==> config.mk <==
export PLATFORM = sky130hd
export DESIGN_NAME = phsqp_front
export DESIGN_NICKNAME = d
export VERILOG_FILES = /design/src/design/phsqp_pkg.sv /design/src/design/phsqp_front.sv
export SDC_FILE = /design/constraint.sdc
export NUM_CORES = 1
export LEC_CHECK = 0
export BUFFER_PORTS_ARGS = -buffer_cell sky130_fd_sc_hd__buf_4
export CAP_MARGIN = 40
export CORE_ASPECT_RATIO = 2
export CORE_UTILIZATION = 58
export DETAILED_ROUTE_END_ITERATION = 16
export HOLD_SLACK_MARGIN = 0.1
export PLACE_DENSITY = 0.79
export SLEW_MARGIN = 20
export SYNTH_ARGS = -nofsm -noshare
export SYNTH_HDL_FRONTEND = slang
export SYNTH_SLANG_ARGS = --single-unit
export TNS_END_PERCENT = 50
==> constraint.sdc <==
create_clock -name clk -period 4.9 [get_ports clk]
set_input_delay 0.98 -clock clk [delete_from_list [all_inputs] [get_ports clk]]
set_output_delay 0.98 -clock clk [all_outputs]
set_load 0.005 [all_outputs]
==> src/design/phsqp_pkg.sv <==
// phsqp_pkg: shared types and fixed constants of the point hash set.
// No dependencies; used by every module of the block.
`default_nettype none

package phsqp_pkg;

    localparam int HASH_X_OFS  = 79;
    localparam int HASH_Y_OFS  = 37;
    localparam int HASH_MUL    = 19;
    localparam int HASH_ADD    = 102793;

    localparam int ENTRY_W     = 9;
    localparam int MOD_DIGIT   = 4;
    localparam int QUEUE_DEPTH = 2;

    typedef enum logic [1:0] {
        F_IDLE,
        F_MUL,
        F_MOD,
        F_PUSH
    } front_state_t;

    typedef enum logic [2:0] {
        B_CLEAR,
        B_IDLE,
        B_READ,
        B_CHECK,
        B_RESP
    } back_state_t;

    typedef struct packed {
        logic found;
        logic stored;
        logic full;
    } res_flags_t;

endpackage

`default_nettype wire

==> src/design/phsqp_front.sv <==
// phsqp_front: takes requests and computes the home slot of each point.
// Two multiply stages, then a radix-16 restoring reduction. Uses phsqp_pkg.
`default_nettype none

module phsqp_front #(
    parameter int TABLE_SLOTS = 503,
    parameter int COORD_BITS  = 12,
    parameter int SLOT_W      = 9
) (
    input  logic                  clk,
    input  logic                  rst_n,
    input  logic                  in_valid,
    output logic                  in_stall,
    input  logic                  hold,
    input  logic                  op,
    input  logic [COORD_BITS-1:0] coord_x,
    input  logic [COORD_BITS-1:0] coord_y,
    output logic                  push,
    input  logic                  push_full,
    output logic                  q_op,
    output logic [COORD_BITS-1:0] q_x,
    output logic [COORD_BITS-1:0] q_y,
    output logic [SLOT_W-1:0]     q_home
);

    localparam int XA_W = $clog2((2 ** COORD_BITS) + phsqp_pkg::HASH_X_OFS);
    localparam int YA_W = $clog2((2 ** COORD_BITS) + phsqp_pkg::HASH_Y_OFS);
    localparam int P1_W = XA_W + YA_W;
    localparam longint unsigned HASH_MAX =
        (longint'((2 ** COORD_BITS) - 1) + phsqp_pkg::HASH_X_OFS)
        * (longint'((2 ** COORD_BITS) - 1) + phsqp_pkg::HASH_Y_OFS)
        * phsqp_pkg::HASH_MUL + phsqp_pkg::HASH_ADD;
    localparam int HASH_W    = $clog2(HASH_MAX + 1);
    localparam int MOD_STEPS = (HASH_W + phsqp_pkg::MOD_DIGIT - 1) / phsqp_pkg::MOD_DIGIT;
    localparam int MOD_W     = MOD_STEPS * phsqp_pkg::MOD_DIGIT;
    localparam int STEP_W    = $clog2(MOD_STEPS);
    localparam logic [SLOT_W:0] SLOTS_X = (SLOT_W + 1)'(TABLE_SLOTS);

    phsqp_pkg::front_state_t state_reg;
    phsqp_pkg::front_state_t state_next;

    logic                  accept;
    logic                  op_reg;
    logic [COORD_BITS-1:0] x_reg;
    logic [COORD_BITS-1:0] y_reg;
    logic [XA_W-1:0]       xa;
    logic [YA_W-1:0]       ya;
    logic [P1_W-1:0]       prod_reg;
    logic [MOD_W-1:0]      hv_reg;
    logic [SLOT_W-1:0]     rem_reg;
    logic [SLOT_W-1:0]     rem_next;
    logic [STEP_W-1:0]     step_reg;
    logic                  last_step;

    assign xa        = XA_W'(coord_x) + XA_W'(phsqp_pkg::HASH_X_OFS);
    assign ya        = YA_W'(coord_y) + YA_W'(phsqp_pkg::HASH_Y_OFS);
    assign last_step = (step_reg == STEP_W'(MOD_STEPS - 1));

    // one remainder digit per cycle
    always_comb
    begin
        logic [SLOT_W:0] r;
        r = {1'b0, rem_reg};
        for (int i = 0; i < phsqp_pkg::MOD_DIGIT; i++)
        begin
            r = {r[SLOT_W-1:0], hv_reg[MOD_W-1-i]};
            if (r >= SLOTS_X)
            begin
                r = r - SLOTS_X;
            end
        end
        rem_next = r[SLOT_W-1:0];
    end

    always_comb
    begin
        state_next = state_reg;
        unique case (state_reg)
            phsqp_pkg::F_IDLE:
            begin
                if (in_valid && !hold)
                begin
                    state_next = phsqp_pkg::F_MUL;
                end
            end
            phsqp_pkg::F_MUL:
            begin
                state_next = phsqp_pkg::F_MOD;
            end
            phsqp_pkg::F_MOD:
            begin
                if (last_step)
                begin
                    state_next = phsqp_pkg::F_PUSH;
                end
            end
            phsqp_pkg::F_PUSH:
            begin
                if (!push_full)
                begin
                    state_next = phsqp_pkg::F_IDLE;
                end
            end
            default:
            begin
                state_next = phsqp_pkg::F_IDLE;
            end
        endcase
    end

    always_comb
    begin
        in_stall = (state_reg != phsqp_pkg::F_IDLE) || hold;
        accept   = (state_reg == phsqp_pkg::F_IDLE) && in_valid && !hold;
        push     = (state_reg == phsqp_pkg::F_PUSH) && !push_full;
    end

    always_ff @(posedge clk or negedge rst_n)
    begin
        if (!rst_n)
        begin
            state_reg <= phsqp_pkg::F_IDLE;
        end
        else
        begin
            state_reg <= state_next;
        end
    end

    always_ff @(posedge clk)
    begin
        if (accept)
        begin
            op_reg   <= op;
            x_reg    <= coord_x;
            y_reg    <= coord_y;
            prod_reg <= P1_W'(xa) * P1_W'(ya);
        end
        if (state_reg == phsqp_pkg::F_MUL)
        begin
            hv_reg   <= MOD_W'(prod_reg) * MOD_W'(phsqp_pkg::HASH_MUL)
                        + MOD_W'(phsqp_pkg::HASH_ADD);
            rem_reg  <= '0;
            step_reg <= '0;
        end
        if (state_reg == phsqp_pkg::F_MOD)
        begin
            hv_reg   <= hv_reg << phsqp_pkg::MOD_DIGIT;
            rem_reg  <= rem_next;
            step_reg <= step_reg + STEP_W'(1);
        end
    end

    assign q_op   = op_reg;
    assign q_x    = x_reg;
    assign q_y    = y_reg;
    assign q_home = rem_reg;

endmodule

`default_nettype wire

# == After elaboration in Yosys (flattened, before gate mapping) ==
# Index checks and enable logic that the tools add are counted.
# classes
eq_ne,7
order_cmp,4
n_mux,14
n_reduce_logical,11
addsub,8
n_mul,2
# op_table
op,count
32-bit two-way mux,2
9-bit two-way mux,6
10-bit by 9-bit greater-or-equal comparator with 1-bit output (second input constant),4
9-bit subtractor (second input constant),4
31-bit by 17-bit adder with 32-bit output (second input constant),1
26-bit by 5-bit multiplier with 31-bit output (second input constant),1
13-bit by 13-bit multiplier with 26-bit output,1
12-bit by 6-bit adder with 13-bit output (second input constant),1
12-bit by 7-bit adder with 13-bit output (second input constant),1
2-bit one-hot mux with 4 select lines,1
2-bit two-way mux,3
3-bit two-way mux,2
2-bit inequality test (second input constant),3
2-bit == test (second input constant),2
1-bit logical AND,4
2-bit nonzero test,2
3-bit by 1-bit adder with 3-bit output (second input constant),1
3-bit == test (second input constant),1
3-bit AND reduction,1
2-bit by 1-bit == test with 1-bit output (second input constant),1
1-bit logical NOT,2
2-bit logical NOT,1
1-bit logical OR,1
# totals
input_bits,30
register_bits,97
out_inout_bits,36
elab_cells,55

# == Longest topological paths before layout ==
# depth
word_depth,9
mapped_depth,29
ltp_nobuf,27

# == Worst setup path after synthesis ==
# No wires, ideal clock.
# synth_timing
path_type,input to register
startpoint,in coord_x[0]
endpoint,reg prod_reg[25] (data pin)
path_buffers,3
setup_ps,259
required_ps,4641
path_slack_ps,-2847
path_stages,29
arrival_time_ps,7488
cell_sequence,clkbuf_1 inv_2 ha_1 nand2_1 and3_1 clkbuf_1 nor2_1 nor3b_1 xor2_1 clkbuf_1 nand2_1 fa_1 inv_1 fa_1 inv_1 fa_1 inv_1 fa_1 inv_1 fa_1 inv_1 ha_1 and3_1 a21oi_1 a31oi_1 and4_1 a2111oi_0 a21oi_1 xnor2_1
# synth_via
elab_chain_len,2
# synth_lines
item,line,text
from (decl),phsqp_front.sv:16,"input logic [COORD_BITS-1:0] coord_x,"
12-bit by 7-bit adder with 13-bit output,phsqp_front.sv:55,assign xa = XA_W'(coord_x) + XA_W'(phsqp_pkg::HASH_X_OFS);
13-bit by 13-bit multiplier with 26-bit output,phsqp_front.sv:137,prod_reg <= P1_W'(xa) * P1_W'(ya);
to (signal assigned),phsqp_front.sv:137,
to (decl),phsqp_front.sv:48,logic [P1_W-1:0] prod_reg;
# Every way passes these cells.
# A chain may end at the register's enable or synchronous reset.

# == Final worst setup path ==
# layout_timing
startpoint,in coord_y[0]
endpoint,reg prod_reg[24] (data pin)
# layout_via
elab_chain_len,2
# layout_lines
item,line,text
from (decl),phsqp_front.sv:17,"input logic [COORD_BITS-1:0] coord_y,"
12-bit by 6-bit adder with 13-bit output,phsqp_front.sv:56,assign ya = YA_W'(coord_y) + YA_W'(phsqp_pkg::HASH_Y_OFS);
13-bit by 13-bit multiplier with 26-bit output,phsqp_front.sv:137,
# Every way passes these cells.

==> impl_metrics.py <==
metrics = {
    "global_routing": {
        "antenna_found_initial": 0,
        "grt_max_degree": 50,
        "grt_pass1_vias": 13400,
        "grt_usage_pct": 36.2,
        "overflow": 0,
        "grt_pass1_wl_mm": 64.0,
    },
    "setup_path": {
        "crit_path_frequent_cell": "fa_1",
        "critPathKind": "primary input to register",
        "cp_data_arrival_time_ps": 6960,
        "timing.rr.start": "q_home[0]$_SDFFCE_PN0P_",
        "cp_max_fo": 4,
        "critPathSlowestCell": "fa_1",
        "reg2reg_to": "q_home[6]$_SDFFCE_PN0P_",
        "reg2reg_depth": 19,
        "rrSetupSlack_ps": -140,
        "cp-start-kind": "primary input",
        "slowest_delay_ps": 560,
        "cp.required_ps": 5130,
        "endpoint_kind": "register",
    },
    "yosys": {
        "synth_area_per_cell_sq_um": 9.36,
        "synth_most_common_cell": "inv_1",
        "synth_top_area_cell": "fa_1",
        "ys.warnings.count": 0,
        "syn_inst": 1436,
        "synth_fp_nets": 1776,
        "synth_top_area_share_pct": 22.3,
        "synth_edf_count": 91,
        "synth-seq-cells": 97,
        "synthDistinctLibCells": 82,
        "yosysSeqAreaShare_pct": 21.3,
        "netlist_area_sq_um": 13400,
        "synthTopCellsByArea": "fa_1, edfxtp_1, ha_1",
        "synthFlopType": "edfxtp_1",
        "ys_async_sr_fraction_pct": 2.06,
        "synthTopCellsByCount": "inv_1, ha_1, nand2_1",
    },
    "sta": {
        "period_needed_ps": 6730,
        "setup_slack_ps": -1830,
        "post-route-period-util_pct": 137,
        "tightestPinTransition_ps": 977,
        "finalClockSkew_ps": 18.2,
        "rsz0062_at_grt": "true",
        "drv_slew": 0,
        "slew_headroom_pct": 34.9,
        "finalSetupViolations": 24,
        "hold_viol_final": 0,
        "max_freq_mhz": 149,
    },
    "drt": {
        "vias_per_cell": 5.98,
        "via_count": 12200,
        "wl_mm": 42.7,
        "antenna_left": 0,
        "drcViolationCount": 0,
        "wl_per_cell_um": 20.9,
        "drtIter0Drc": 970,
        "first_pass_iters": 7,
    },
    "outcome": {
        "status": "finished with violations",
        "violations": "setup timing",
    },
    "cells_and_area": {
        "largest_reg_flops": 32,
        "final_util_pct": 77.3,
        "area_growth_pct": 30.8,
        "drive_gt1_share_pct": 29.6,
        "antennaDiodeCount": 0,
        "nets": 2101,
    },
    "clock_tree": {
        "cts_buffers": 9,
        "tritoncts": "done",
        "clk_path_buf_depth": 2,
        "clk_latency_ps": 380,
        "clock_sinks": 97,
        "clk_pin_slew_worst_paths_ps": 70,
        "cts.htree.levels": 3,
        "cts-root-buf": "clkbuf_16",
    },
    "flow_run": {
        "drv_cap": 0,
    },
    "floorplanning": {
        "rows": 78,
        "fp.dieH_um": 217,
        "ios": 66,
        "core_sq_um": 22700,
        "design.die.area_sq_um": 23800,
        "initial_core_util_pct": 59.1,
        "die_w_um": 110,
    },
    "placed_design": {
        "place.gp.congestion": 0.963,
        "hpwl_mm": 30.8,
        "io_buffers": 65,
    },
    "min_path": {
        "holdCritPathClass": "primary input to asynchronous set/reset pin",
    },
}
==> per-stage QoR <==
step	TNS, ps	hold WS (ps)	cell area (sq um)	setup WS, ps	instances
2_1_floorplan	-23660	458	13800	-1900	1436
3_3_place_gp	-31170	467	16400	-1990	1998
3_5_place_dp	-35200	486	16400	-2220	1998
4_1_cts	-21410	388	17100	-1670	2026
5_1_grt	-27300	383	17600	-1980	2046
6_report	-23280	389	17600	-1830	2046
==> placed cells by master (no fill, tap or decap), drive strengths merged, types with 4 or more instances in the layout <==
cell / Yosys / layout
buf: 9 / 342
inv: 271 / 275
ha: 160 / 160
nand2: 152 / 152
fa: 150 / 150
nor2: 96 / 96
edfxtp: 91 / 91
a21oi: 47 / 47
o21ai: 46 / 46
xnor2: 45 / 45
xor2: 38 / 38
nand3: 28 / 28
and2: 20 / 20
a21o: 19 / 19
and3: 17 / 17
nand2b: 16 / 16
nor3: 16 / 16
nor2b: 15 / 15
mux2i: 14 / 14
o31ai: 13 / 13
a211oi: 12 / 12
clkbuf: 20 / 11
o21bai: 10 / 10
or2: 10 / 10
a31oi: 8 / 8
nand4: 7 / 7
o211ai: 7 / 7
a21boi: 7 / 7
o21a: 6 / 6
or3: 6 / 6
a2111oi: 5 / 5
a22o: 4 / 4
dfxtp: 4 / 4
nor3b: 4 / 4
==> layer usage <==
metal  vias to the layer above  routed length (um)  track usage, %  share of wire [%]
li1                       5407                   -               -                  -
met5                         -                   0               0                  0
met4                         0                4660            35.1                 11
met1                      5896               12200            28.4                 29
met3                       306                2620            9.73                6.1
met2                       625               23200            66.9                 54
==> cells by family (layout without fill, tap and decap cells) <==
family	after synthesis	in the layout	synth area share (%)
flops	97	97	21.3
simple gates	404	404	14.3
compound gates	225	225	11.9
xor+xnor	83	83	5.47
buf+inv	300	630	8.50
fa+ha+maj	310	310	37.2
mux	17	17	1.29
==> repair_timing <==
action,CTS,global route
endpoints found under the hold margin,0,0
setup endpoints to repair,29,34
pin swaps,30,39
resized for setup,61,72
gates cloned,1,0
setup buffers,11,25
hold buffers,0,0
==> worst max-delay path: cells and delay by family <==
family / cells / cell delay [ps]
adder cells (fa/ha/maj): 7 / 2640
AND/OR/NAND/NOR: 5 / 1010
buffers and inverters: 9 / 880
AO/OA/AOI/OAI: 8 / 1310
XOR/XNOR: 1 / 130
==> worst max-delay path by stage <==
stage                     slack [ps]       start                endpoint
after floorplan                -1900  coord_x[0]  prod_reg[24]$_DFFE_PP_
after detailed placement       -2220  coord_y[1]  prod_reg[24]$_DFFE_PP_
after global routing           -1980  coord_y[0]  prod_reg[25]$_DFFE_PP_
after CTS                      -1670  coord_y[0]  prod_reg[25]$_DFFE_PP_
final                          -1830  coord_y[0]  prod_reg[24]$_DFFE_PP_
after global placement         -1990  coord_x[3]  prod_reg[24]$_DFFE_PP_
==> cell type report <==
class	instances	area [sq um]
multi-input cells	1039	10400
fillers	1388	5150
flip-flops and latches	97	2860
repair buffers	343	2710
inverters	271	1020
well taps	280	350
clock buffers	10	229
clock inverters	6	56.3
Power is left out: the tool's default activity adds up to more than one toggle a clock period on the data nets, which glitch-free logic cannot reach.
