==> src/design/phsqp_pkg.sv <==
// phsqp_pkg: shared types and fixed constants of the point hash set.
// No dependencies; used by every module of the block.
`default_nettype none

package phsqp_pkg;

    localparam int HASH_X_OFS  = 79;
    localparam int HASH_Y_OFS  = 37;
    localparam int HASH_MUL    = 19;
    localparam int HASH_ADD    = 102793;

    localparam int ENTRY_W     = 9;
    localparam int MOD_DIGIT   = 4;
    localparam int QUEUE_DEPTH = 2;

    typedef enum logic [1:0] {
        F_IDLE,
        F_MUL,
        F_MOD,
        F_PUSH
    } front_state_t;

    typedef enum logic [2:0] {
        B_CLEAR,
        B_IDLE,
        B_READ,
        B_CHECK,
        B_RESP
    } back_state_t;

    typedef struct packed {
        logic found;
        logic stored;
        logic full;
    } res_flags_t;

endpackage

`default_nettype wire

==> src/design/phsqp_fifo.sv <==
// phsqp_fifo: short request queue between the hash front and the probe back.
// Depends on phsqp_pkg for the queue depth.
`default_nettype none

module phsqp_fifo #(
    parameter int WIDTH = 8
) (
    input  logic             clk,
    input  logic             rst_n,
    input  logic             push,
    input  logic [WIDTH-1:0] push_data,
    output logic             full,
    input  logic             pop,
    output logic [WIDTH-1:0] pop_data,
    output logic             empty
);

    localparam int PTR_W = $clog2(phsqp_pkg::QUEUE_DEPTH);
    localparam int CNT_W = $clog2(phsqp_pkg::QUEUE_DEPTH + 1);

    logic [WIDTH-1:0] data_reg [phsqp_pkg::QUEUE_DEPTH];
    logic [PTR_W-1:0] wr_ptr_reg;
    logic [PTR_W-1:0] rd_ptr_reg;
    logic [CNT_W-1:0] cnt_reg;
    logic [CNT_W-1:0] cnt_next;
    logic             do_push;
    logic             do_pop;

    assign full     = (cnt_reg == CNT_W'(phsqp_pkg::QUEUE_DEPTH));
    assign empty    = (cnt_reg == '0);
    assign do_push  = push && !full;
    assign do_pop   = pop && !empty;
    assign pop_data = data_reg[rd_ptr_reg];

    always_comb
    begin
        cnt_next = cnt_reg;
        if (do_push && !do_pop)
        begin
            cnt_next = cnt_reg + CNT_W'(1);
        end
        else if (do_pop && !do_push)
        begin
            cnt_next = cnt_reg - CNT_W'(1);
        end
    end

    always_ff @(posedge clk or negedge rst_n)
    begin
        if (!rst_n)
        begin
            wr_ptr_reg <= '0;
            rd_ptr_reg <= '0;
            cnt_reg    <= '0;
        end
        else
        begin
            cnt_reg <= cnt_next;
            if (do_push)
            begin
                wr_ptr_reg <= wr_ptr_reg + PTR_W'(1);
            end
            if (do_pop)
            begin
                rd_ptr_reg <= rd_ptr_reg + PTR_W'(1);
            end
        end
    end

    always_ff @(posedge clk)
    begin
        if (do_push)
        begin
            data_reg[wr_ptr_reg] <= push_data;
        end
    end

endmodule

`default_nettype wire

==> config.mk <==
export PLATFORM = sky130hd
export DESIGN_NAME = phsqp_fifo
export DESIGN_NICKNAME = d
export VERILOG_FILES = /design/src/design/phsqp_pkg.sv /design/src/design/phsqp_fifo.sv
export SDC_FILE = /design/constraint.sdc
export NUM_CORES = 1
export LEC_CHECK = 0
export BUFFER_PORTS_ARGS = -buffer_cell sky130_fd_sc_hd__clkbuf_2
export CAP_MARGIN = 20
export CORE_ASPECT_RATIO = 1.1
export CORE_MARGIN = 2
export CORE_UTILIZATION = 30
export CTS_CLUSTER_DIAMETER = 80
export DETAILED_ROUTE_END_ITERATION = 7
export PLACE_DENSITY_LB_ADDON = 0.05
export SYNTH_ARGS = -nofsm -noshare
export SYNTH_HDL_FRONTEND = slang
export SYNTH_SLANG_ARGS = --single-unit
==> constraint.sdc <==
create_clock -name clk -period 1.85 [get_ports clk]
set_clock_uncertainty 0.15 [all_clocks]
set_input_delay 0.555 -clock clk [delete_from_list [all_inputs] [get_ports clk]]
set_output_delay 0.555 -clock clk [all_outputs]
set_load 0.005 [all_outputs]
Yosys cells after proc, flatten, opt, wreduce, memory -nomap -nowiden. Memories as Yosys holds them, arrays and structs flattened. Index checks and enable logic that the tools add are counted.

Register bits after elaboration: 4. Word-level logic and storage cells: 23. Memories: 1. RAM bits: 16.

Memory list: data_reg (depth 2, bits a word 8, read ports 1, clocked after Yosys merged registers in 0, write ports 1, line phsqp_fifo.sv:21) `logic [WIDTH-1:0] data_reg [phsqp_pkg::QUEUE_DEPTH];`.

Eq/ne operators: 1. Reduce and logical (&&, ||, !) cells: 10. Add/sub/neg operators: 4. Mux-type cells: 4.

Operators with widths (count): 1-bit logical AND (4); 1-bit logical NOT (4); 2-bit two-way mux (2); 1-bit adder, second input constant (2); 2-bit by 1-bit adder with 2-bit output, second input constant (1); 2-bit == test, second input constant (1); 2-bit logical NOT (1); 1-bit two-way mux (2); 2-bit nonzero test (1); 2-bit by 1-bit subtractor with 2-bit output, second input constant (1).

Longest topological paths before layout. Gate-level depths: netlist of the first run.

Depth in word-level cells: 7. Mapped depth: 7.

Worst setup path before layout of the first run. OpenSTA, ideal clock, no wires.

Kind: reg2out. Start point: register rd_ptr_reg. End point: output pop_data[4]. Cell stages (with the launch flop): 3. Arrival time: 0.841 ns. Setup slack: 0.304 ns. Cells stage by stage: dfrtp_1 -> buf_2 -> mux2_2.

Word-level cells in the longest chain between the ends: 1.

Ends and longest elaborated chain: from (decl) (line phsqp_fifo.sv:23) `logic [PTR_W-1:0] rd_ptr_reg;`; from (signal assigned) (line phsqp_fifo.sv:65) `rd_ptr_reg <= rd_ptr_reg + PTR_W'(1);`; memory read 2 x 8 bit; to (decl) (line phsqp_fifo.sv:14) `output logic [WIDTH-1:0] pop_data,`.

No other way between the ends.

Final worst setup path of the first run.
Start point: register rd_ptr_reg. End point: output pop_data[5].

The elaborated chain is that of the path after synthesis.

==> results of run 1 <==
[critical path, cell delays in order, from the launching register on]
cell and delay [ps]:
dfrtp_2 430, buf_6 140, mux2_4 290, clkbuf_2 110
[repair_timing]
item | 4_1_cts | 5_1_grt
endpoints found under the hold margin | 4 | 0
hold buffers | 1 | 0
setup buffers | 2 | 2
resized for setup | 10 | 1
setup endpoints to repair | 8 | 9
[power by group through the flow]
stage | Clock [mW] | Combinational (mW) | Sequential, mW
floorplan | 0 | 0.315 | 0.686
global placement | 0 | 0.451 | 0.740
detailed placement | 0 | 0.456 | 0.742
CTS | 0.213 | 0.614 | 0.702
global route | 0.238 | 0.697 | 0.721
finish | 0.197 | 0.641 | 0.707
[final cells by class]
cell class	count	area (µm²)
flip-flops and latches	20	582
multi-input cells	21	219
inverters	2	7.51
fillers	250	1460
clock buffers	3	22.5
clock inverters	1	3.75
well taps	31	38.8
repair buffers	28	168
[cell families after synthesis]
family                     share of synthesized area, %
AOI/OAI and AO/OA                                 0.639
xor gates and xnor gates                           6.56
adders and majority gates                          1.60
buffers and inverters                              1.60
DFF                                                74.2
muxes                                              11.5
and+or+nand+nor                                    3.84
[synthesized netlist by cell type (all sizes together)]
library cell / instances
nor2: 3
xor2: 2
buf: 1
nand2: 1
and3: 1
dfrtp: 4
xnor2: 3
edfxtp: 16
ha: 1
o21ai: 1
nand2b: 1
inv: 2
mux2: 8
[how the worst max path moves through the flow]
stage	start	end	slack (ps)	cells past startpoint
after floorplan	rd_ptr_reg	pop_data[4]	300	2
after global placement	rd_ptr_reg	pop_data[2]	80	2
after detailed placement	rd_ptr_reg	pop_data[4]	60	2
after CTS	rd_ptr_reg	pop_data[3]	-130	3
after global routing	rd_ptr_reg	pop_data[2]	-170	3
final	rd_ptr_reg	pop_data[5]	-110	3
[layer usage]
layer  part of all wire (%)  vias to the layer above  routed length (µm)  track usage (%)
li1                       -                      218                   -                -
met1                     40                      225                 540             11.3
met2                     54                       10                 726             16.8
met3                    5.2                        0                  69             2.62
met4                      0                        0                   0             4.40
met5                      0                        -                   0                0
[metrics by stage]
stage	hold WS [ps]	worst slack [ps]
floorplan	109	304
global placement	225	84.6
detailed placement	226	58.0
CTS	288	-128
global route	276	-168
finish	300	-105
==> results_dict.tcl, run 1 <==
set metrics [dict create \
    fmax_ghz 0.511 \
    power_mw 1.55 \
    synth_cell_types 15 \
    final_layout_size_suffix_gt1_share_pct 56.0 \
    tritoncts "yes" \
    fin_cells 106 \
    p_sw_uw 454 \
    wl_per_cell_um 12.6 \
    clockBufferDepth 2 \
    clock_latency_ps 290 \
    final_cell_mix "clkbuf_2 (21), edfxtp_1 (16), mux2_4 (6), buf_4 (4)" \
    p_clk_share_pct 12.8 \
    area_delta_synth_final_pct 33.1 \
    grt_max_degree 12 \
    grt_pass1_wl_mm 2.08 \
    cap_violations 0 \
    overflow 0 \
    drc 0 \
    violations "negative setup slack" \
    swShare_pct 29.4 \
    grt.total_usage_pct 9.82 \
    dieHeight_um 57.5 \
    final_common_cell "clkbuf_2" \
    seqPwrFrac_pct 45.7 \
    rrSetupSlack_ps 260 \
    power.leakage_nw 0.459 \
    p_per_area_mw_per_mm2 1480 \
    yosysSeqAreaShare_pct 74.2 \
    htree_levels 1 \
    synth_nets 57 \
    cts_sinks 20 \
    grt_pass1_vias 450 \
    p_int_mw 1.09 \
    worstHoldStart "push_data[0]" \
    rows 19 \
    fin_ws_ps -105 \
    start_util_pct 31.3 \
    num_vias 453 \
    syn_avg_cell_area_um2 17.8 \
    cp-end-kind "output pin" \
    setup_viol_count_final 8 \
    cp_max_fo 5 \
    status "complete, but fails checks" \
    ir_drop_uv 683 \
    synth_top_area_cell "edfxtp_1" \
    worstReg2RegStart "cnt_reg[0]" \
    gp_congestion 0.673 \
    ant_nets 0 \
    post_dp_cell_area_um2 936 \
    startpoint_type "flop" \
    n_antenna_cell 0 \
    io_buffers 21 \
    final_core_util_pct 41.7 \
    min_path_cells 1 \
    antenna_found_initial 0 \
    required_ps 1140 \
    p_comb_share_pct 41.5 \
    synth_top_area_share_pct 61.4 \
    clk_pin_slew_ps 100 \
    wirelength_mm 1.34 \
    cts_buffers 3 \
    timing_hold_violations_final 0 \
    largest_reg_flops 16 \
    die_area_mm2 0.00303 \
    post-route-period-util_pct 106 \
    fin_setup_tns_ps -812 \
    critPathKind "flop to output pin" \
    min_period_ps 1960 \
    netlist_instances 44 \
    layout.nets 89 \
    slew_headroom_pct 84.5 \
    syn-cell-area_um2 782 \
    r2r_cells 6 \
    dp_hpwl_um 928 \
    dp.cells 97 \
    ios 22 \
    avgViaCountPerCell 4.27 \
    synth.area.top_cells "edfxtp_1 (61%), dfrtp_1 (13%), mux2_1 (8.6%), mux2_2 (2.9%), xnor2_1 (2.2%)" \
    synth_warnings 0 \
    hp-class "input pin to flop" \
    die_w_um 52.7 \
    clockRootBuffer "clkbuf_4" \
    finalInstanceArea_mm2 0.00104 \
    final_max_slew_viol_count 0 \
    tightest_slew_ps 231 \
    core_region_area_mm2 0.00250 \
    grt_setup_unrepaired "true" \
    arrival_ps 1250 \
    synth_seq_cells 20 \
    r2r_end "cnt_reg[1]" \
    dr.pass1.iters 4 \
    holdPathEnd "data_reg[0][0]" \
    drtIter0Drc 11 \
]
Note: power is estimated with default switching activity, not from simulation.
==> run 2: changes to the inputs <==
Settings changed: CORE_ASPECT_RATIO 1.1 to 1.75, CORE_MARGIN 2 to default, RECOVER_POWER from default to 50.
==> results_dict.tcl, run 2 (synthesis gave the netlist of run 1 again) <==
set metrics [dict create \
    grt_setup_unrepaired "true" \
    p_per_area_mw_per_mm2 1640 \
    n_antenna_cell 0 \
    final_layout_size_suffix_gt1_share_pct 47.3 \
    fill_cells 233 \
    cts_buffers 3 \
    timing_hold_violations_final 0 \
    final_max_slew_viol_count 0 \
    startpoint_type "flop" \
    worst-path-stages 3 \
    ant_nets 0 \
    start_util_pct 31.4 \
    area_delta_synth_final_pct 35.2 \
    dr.pass1.iters 2 \
    violations "negative setup slack" \
    fmax_ghz 0.521 \
    clk_pin_slew_ps 70 \
    clock_latency_ps 250 \
    holdWs_ps 336 \
    grt_pass1_vias 444 \
    r2r_end "cnt_reg[1]" \
    arrival_ps 1210 \
    path_cells "buf_4 > mux2_4 > clkbuf_2" \
    holdPathEnd "data_reg[0][6]" \
    cp_max_fo 3 \
    worstReg2RegStart "cnt_reg[0]" \
    grt.total_usage_pct 10.8 \
    pre_cts_slack_ps 54.5 \
    antenna_found_initial 0 \
    post_dp_cell_area_um2 922 \
    post-route-period-util_pct 104 \
    critPathKind "flop to output pin" \
    clockRootBuffer "clkbuf_8" \
    slowest_delay_ps 430 \
    required_ps 1140 \
    status "complete, but fails checks" \
    num_vias 445 \
    cp-end-kind "output pin" \
    final_cell_mix "edfxtp_1 (16), clkbuf_2 (15), mux2_4 (6), clkbuf_1 (6)" \
    die_area_mm2 0.00282 \
    setup_viol_count_final 8 \
    cts_sinks 20 \
    hp-class "input pin to flop" \
    ios 22 \
    finalInstanceArea_mm2 0.00106 \
    tightest_slew_ps 428 \
    worstHoldStart "push_data[6]" \
    die_w_um 40.6 \
    rrSetupSlack_ps 230 \
    htree_levels 1 \
    core_region_area_mm2 0.00249 \
    dp_hpwl_um 905 \
    dieHeight_um 69.5 \
    r2r_cells 7 \
    io_buffers 21 \
    slew_headroom_pct 71.5 \
    drtIter0Drc 8 \
    min_period_ps 1920 \
    power.leakage_nw 0.451 \
    clockBufferDepth 2 \
    rows 24 \
    wl_per_cell_um 12.8 \
    drc 0 \
    power_mw 1.74 \
    fin_setup_tns_ps -511 \
    crit_buf_inv 2 \
    wirelength_mm 1.28 \
    cap_violations 0 \
    ir_drop_uv 742 \
    avgViaCountPerCell 4.45 \
    worst_path_max_delay_cell "dfrtp_2" \
    layout.nets 88 \
    min_path_cells 1 \
    tritoncts "yes" \
    final_common_cell "edfxtp_1" \
    gp_congestion 0.610 \
    crit_family "flip-flops" \
    grt_pass1_wl_mm 2.03 \
    grt_max_degree 13 \
    fin_ws_ps -70.0 \
    largest_reg_flops 16 \
    overflow 0 \
]
run 2: changes by cell type in the layout (fill, tap and decap cells not counted), sizes merged:
cell | previous run | this run
clkinv | 1 | 0
buf | 6 | 5
bufinv | 0 | 1
run 2: worst max path at each step:
stage	start	end	slack (ps)
final	rd_ptr_reg	pop_data[7]	-70
after detailed placement	rd_ptr_reg	pop_data[6]	50
after CTS	rd_ptr_reg	pop_data[7]	-70
after floorplan	rd_ptr_reg	pop_data[4]	300
after global placement	rd_ptr_reg	pop_data[7]	80
after global routing	rd_ptr_reg	pop_data[0]	-120
run 2: worst register-to-register path: stages (launching register included):
cell and delay [ps]:
dfrtp_1 430, nand2b_1 200, nand2_2 120, inv_1 50, ha_1 190, xor2_1 140, nor2_1 120, xor2_1 140
run 2: per-layer routing:
layer	share of wire, %	vias up	GRT usage [%]
li1	-	217	-
met5	0	-	0
met2	57	12	17.6
met3	3.4	2	1.92
met4	1.2	0	5.56
met1	38	214	12.4
run 2: stage by stage:
stage / utilization (%) / cells
floorplan: - / 44
global placement: 37.0 / 91
detailed placement: 37.0 / 91
CTS: 42.7 / 100
global route: 42.4 / 100
finish: 42.4 / 100
run 2: cell type report:
class / instances / area, µm² / area share (%)
sequential: 20 / 582 / 55.0
multi-input combinational: 21 / 211 / 20.0
timing repair buffer: 27 / 153 / 14.4
clock buffer: 3 / 41.3 / 3.91
tap: 26 / 32.5 / 3.08
clock inverter: 1 / 30.0 / 2.84
inverter: 2 / 7.51 / 0.710
run 2: what timing repair did:
action | in CTS | in global routing
hold buffers | 1 | 0
buffers inserted | 4 | 0
endpoints found under the setup margin | 8 | 8
resized for setup | 10 | 0
hold endpoints to repair | 4 | 0
run 2: report_power, final:
part	total [mW]	switching, mW	internal (mW)
Clock	0.424	0.135	0.288
Combinational	0.605	0.247	0.358
Sequential	0.708	0.0751	0.633
==> run 3: changes to the inputs <==
Settings changed: REMOVE_ABC_BUFFERS from default to 1.
==> results_dict.tcl, run 3 (synthesis gave the netlist of run 1 again) <==
set metrics [dict create \
    grt.total_usage_pct 10.5 \
    swShare_pct 26.1 \
    dr.max_layer_used "met4" \
    tritoncts "yes" \
    die_area_mm2 0.00282 \
    wl_met2_um 685 \
    post-route-period-util_pct 104 \
    p_comb_share_pct 35.2 \
    endpoint "pop_data[4]" \
    die_w_um 40.6 \
    fmax_ghz 0.521 \
    cts_buffers 3 \
    worst_path_max_delay_cell "dfrtp_2" \
    ir_drop_uv 728 \
    gp_congestion 0.582 \
    area_delta_synth_final_pct 36.5 \
    clockBufferDepth 2 \
    io_buffers 21 \
    slew_headroom_pct 72.5 \
    grt_max_degree 13 \
    worstReg2RegStart "cnt_reg[0]" \
    clock_latency_ps 250 \
    wirelength_mm 1.24 \
    htree_levels 1 \
    final_max_slew_viol_count 0 \
    fin_ws_ps -68.5 \
    startpoint_type "flop" \
    final_common_cell "clkbuf_2" \
    wl_per_cell_um 12.4 \
    core_region_area_mm2 0.00249 \
    antenna_found_initial 0 \
    m1WireLength_um 472 \
    grt_setup_unrepaired "true" \
    ios 22 \
    final_cell_mix "clkbuf_2 (17), edfxtp_1 (16), mux2_4 (7), clkbuf_1 (4)" \
    dieHeight_um 69.5 \
    cts_sinks 20 \
    cp_max_fo 3 \
    violations "negative setup slack" \
    grt_pass1_vias 491 \
    r2r_cells 7 \
    n_antenna_cell 0 \
    p_int_mw 1.29 \
    num_vias 445 \
    rrSetupSlack_ps 230 \
    tightest_slew_ps 412 \
    min_period_ps 1920 \
    crit_path_start "rd_ptr_reg" \
    r2r_end "cnt_reg[1]" \
    start_util_pct 31.4 \
    slowest_delay_ps 430 \
    cp-end-kind "output pin" \
    dr.pass1.iters 2 \
    overflow 0 \
    seqPwrFrac_pct 40.6 \
    status "complete, but fails checks" \
    finalInstanceArea_mm2 0.00107 \
    arrival_ps 1210 \
    holdWs_ps 339 \
    final_core_util_pct 42.8 \
    fin_cells 100 \
    drtIter0Drc 6 \
    clockRootBuffer "clkbuf_8" \
    rows 24 \
    dp.cells 91 \
    timing_hold_violations_final 0 \
    clk_pin_slew_ps 70 \
    power_mw 1.75 \
    path_cells "buf_6 > mux2_4 > clkbuf_2" \
    largest_reg_flops 16 \
    avgViaCountPerCell 4.45 \
    cap_violations 0 \
    layout.nets 88 \
    ant_nets 0 \
    setup_viol_count_final 8 \
    p_clk_share_pct 24.2 \
    final_layout_size_suffix_gt1_share_pct 50.0 \
    required_ps 1140 \
    post_dp_cell_area_um2 922 \
    power.leakage_nw 0.462 \
    critPathKind "flop to output pin" \
    p_sw_uw 456 \
    routed-wl-met3_um 73 \
    p_per_area_mw_per_mm2 1640 \
    hp-class "input pin to flop" \
    drc 0 \
    grt_pass1_wl_mm 2.06 \
]
-- run 3: cell count changes in the layout (fill, tap and decap cells not counted) --
| cell | delta |
|---|---|
| clkbuf_2 | +2 |
| buf_4 | -1 |
| mux2_2 | -1 |
| buf_6 | +1 |
| clkbuf_1 | -2 |
| mux2_4 | +1 |
-- run 3: worst min-delay path by stage --
stage,start,to,slack [ps],cells past startpoint
after global placement,rst_n,wr_ptr_reg,230,1
final,push_data[6],data_reg[0][6],340,1
after CTS,push_data[4],data_reg[1][4],330,1
after global routing,push_data[6],data_reg[0][6],330,1
after detailed placement,rst_n,wr_ptr_reg,220,1
after floorplan,rst_n,cnt_reg[0],110,0
-- run 3: critical path: cells and delay by family, from the launching register on --
kind / cells / cell delay [ps]
DFF: 1 / 430
muxes: 1 / 280
buffers and inverters: 2 / 250
-- run 3: per-stage QoR --
| step | setup WS [ps] | setup TNS, ps |
|---|---|---|
| finish | -68.5 | -506 |
| global route | -118 | -816 |
| CTS | -76.5 | -544 |
| detailed placement | 64.6 | 0 |
| global placement | 88.4 | 0 |
| floorplan | 280 | 0 |
-- run 3: timing repair --
item                                   in CTS  in global routing
setup endpoints to repair                   8                  8
gates resized for setup                    11                  1
hold buffers                                1                  0
buffers inserted                            4                  0
pin swaps                                   0                  0
endpoints found under the hold margin       4                  0
-- run 3: area by class of cell --
type / instances / area [µm²]
repair buffers: 27 / 159
clock buffers: 3 / 41.3
multi-input cells: 21 / 215
fillers: 246 / 1430
well taps: 26 / 32.5
clock inverters: 1 / 30.0
flip-flops and latches: 20 / 582
inverters: 2 / 7.51
-- run 3: layer usage --
layer	vias to the layer above	track usage (%)
met5	-	0
met4	0	5.56
met3	2	2.56
met2	15	16.9
met1	210	11.9
li1	218	-
-- run 3: power groups by stage --
stage                     clock [mW]  sequential, mW  combinational, mW
after global placement             0           0.740              0.434
after CTS                      0.440           0.710              0.626
after detailed placement           0           0.741              0.440
after floorplan                    0           0.713              0.279
final                          0.423           0.711              0.615
after global routing           0.452           0.726              0.682
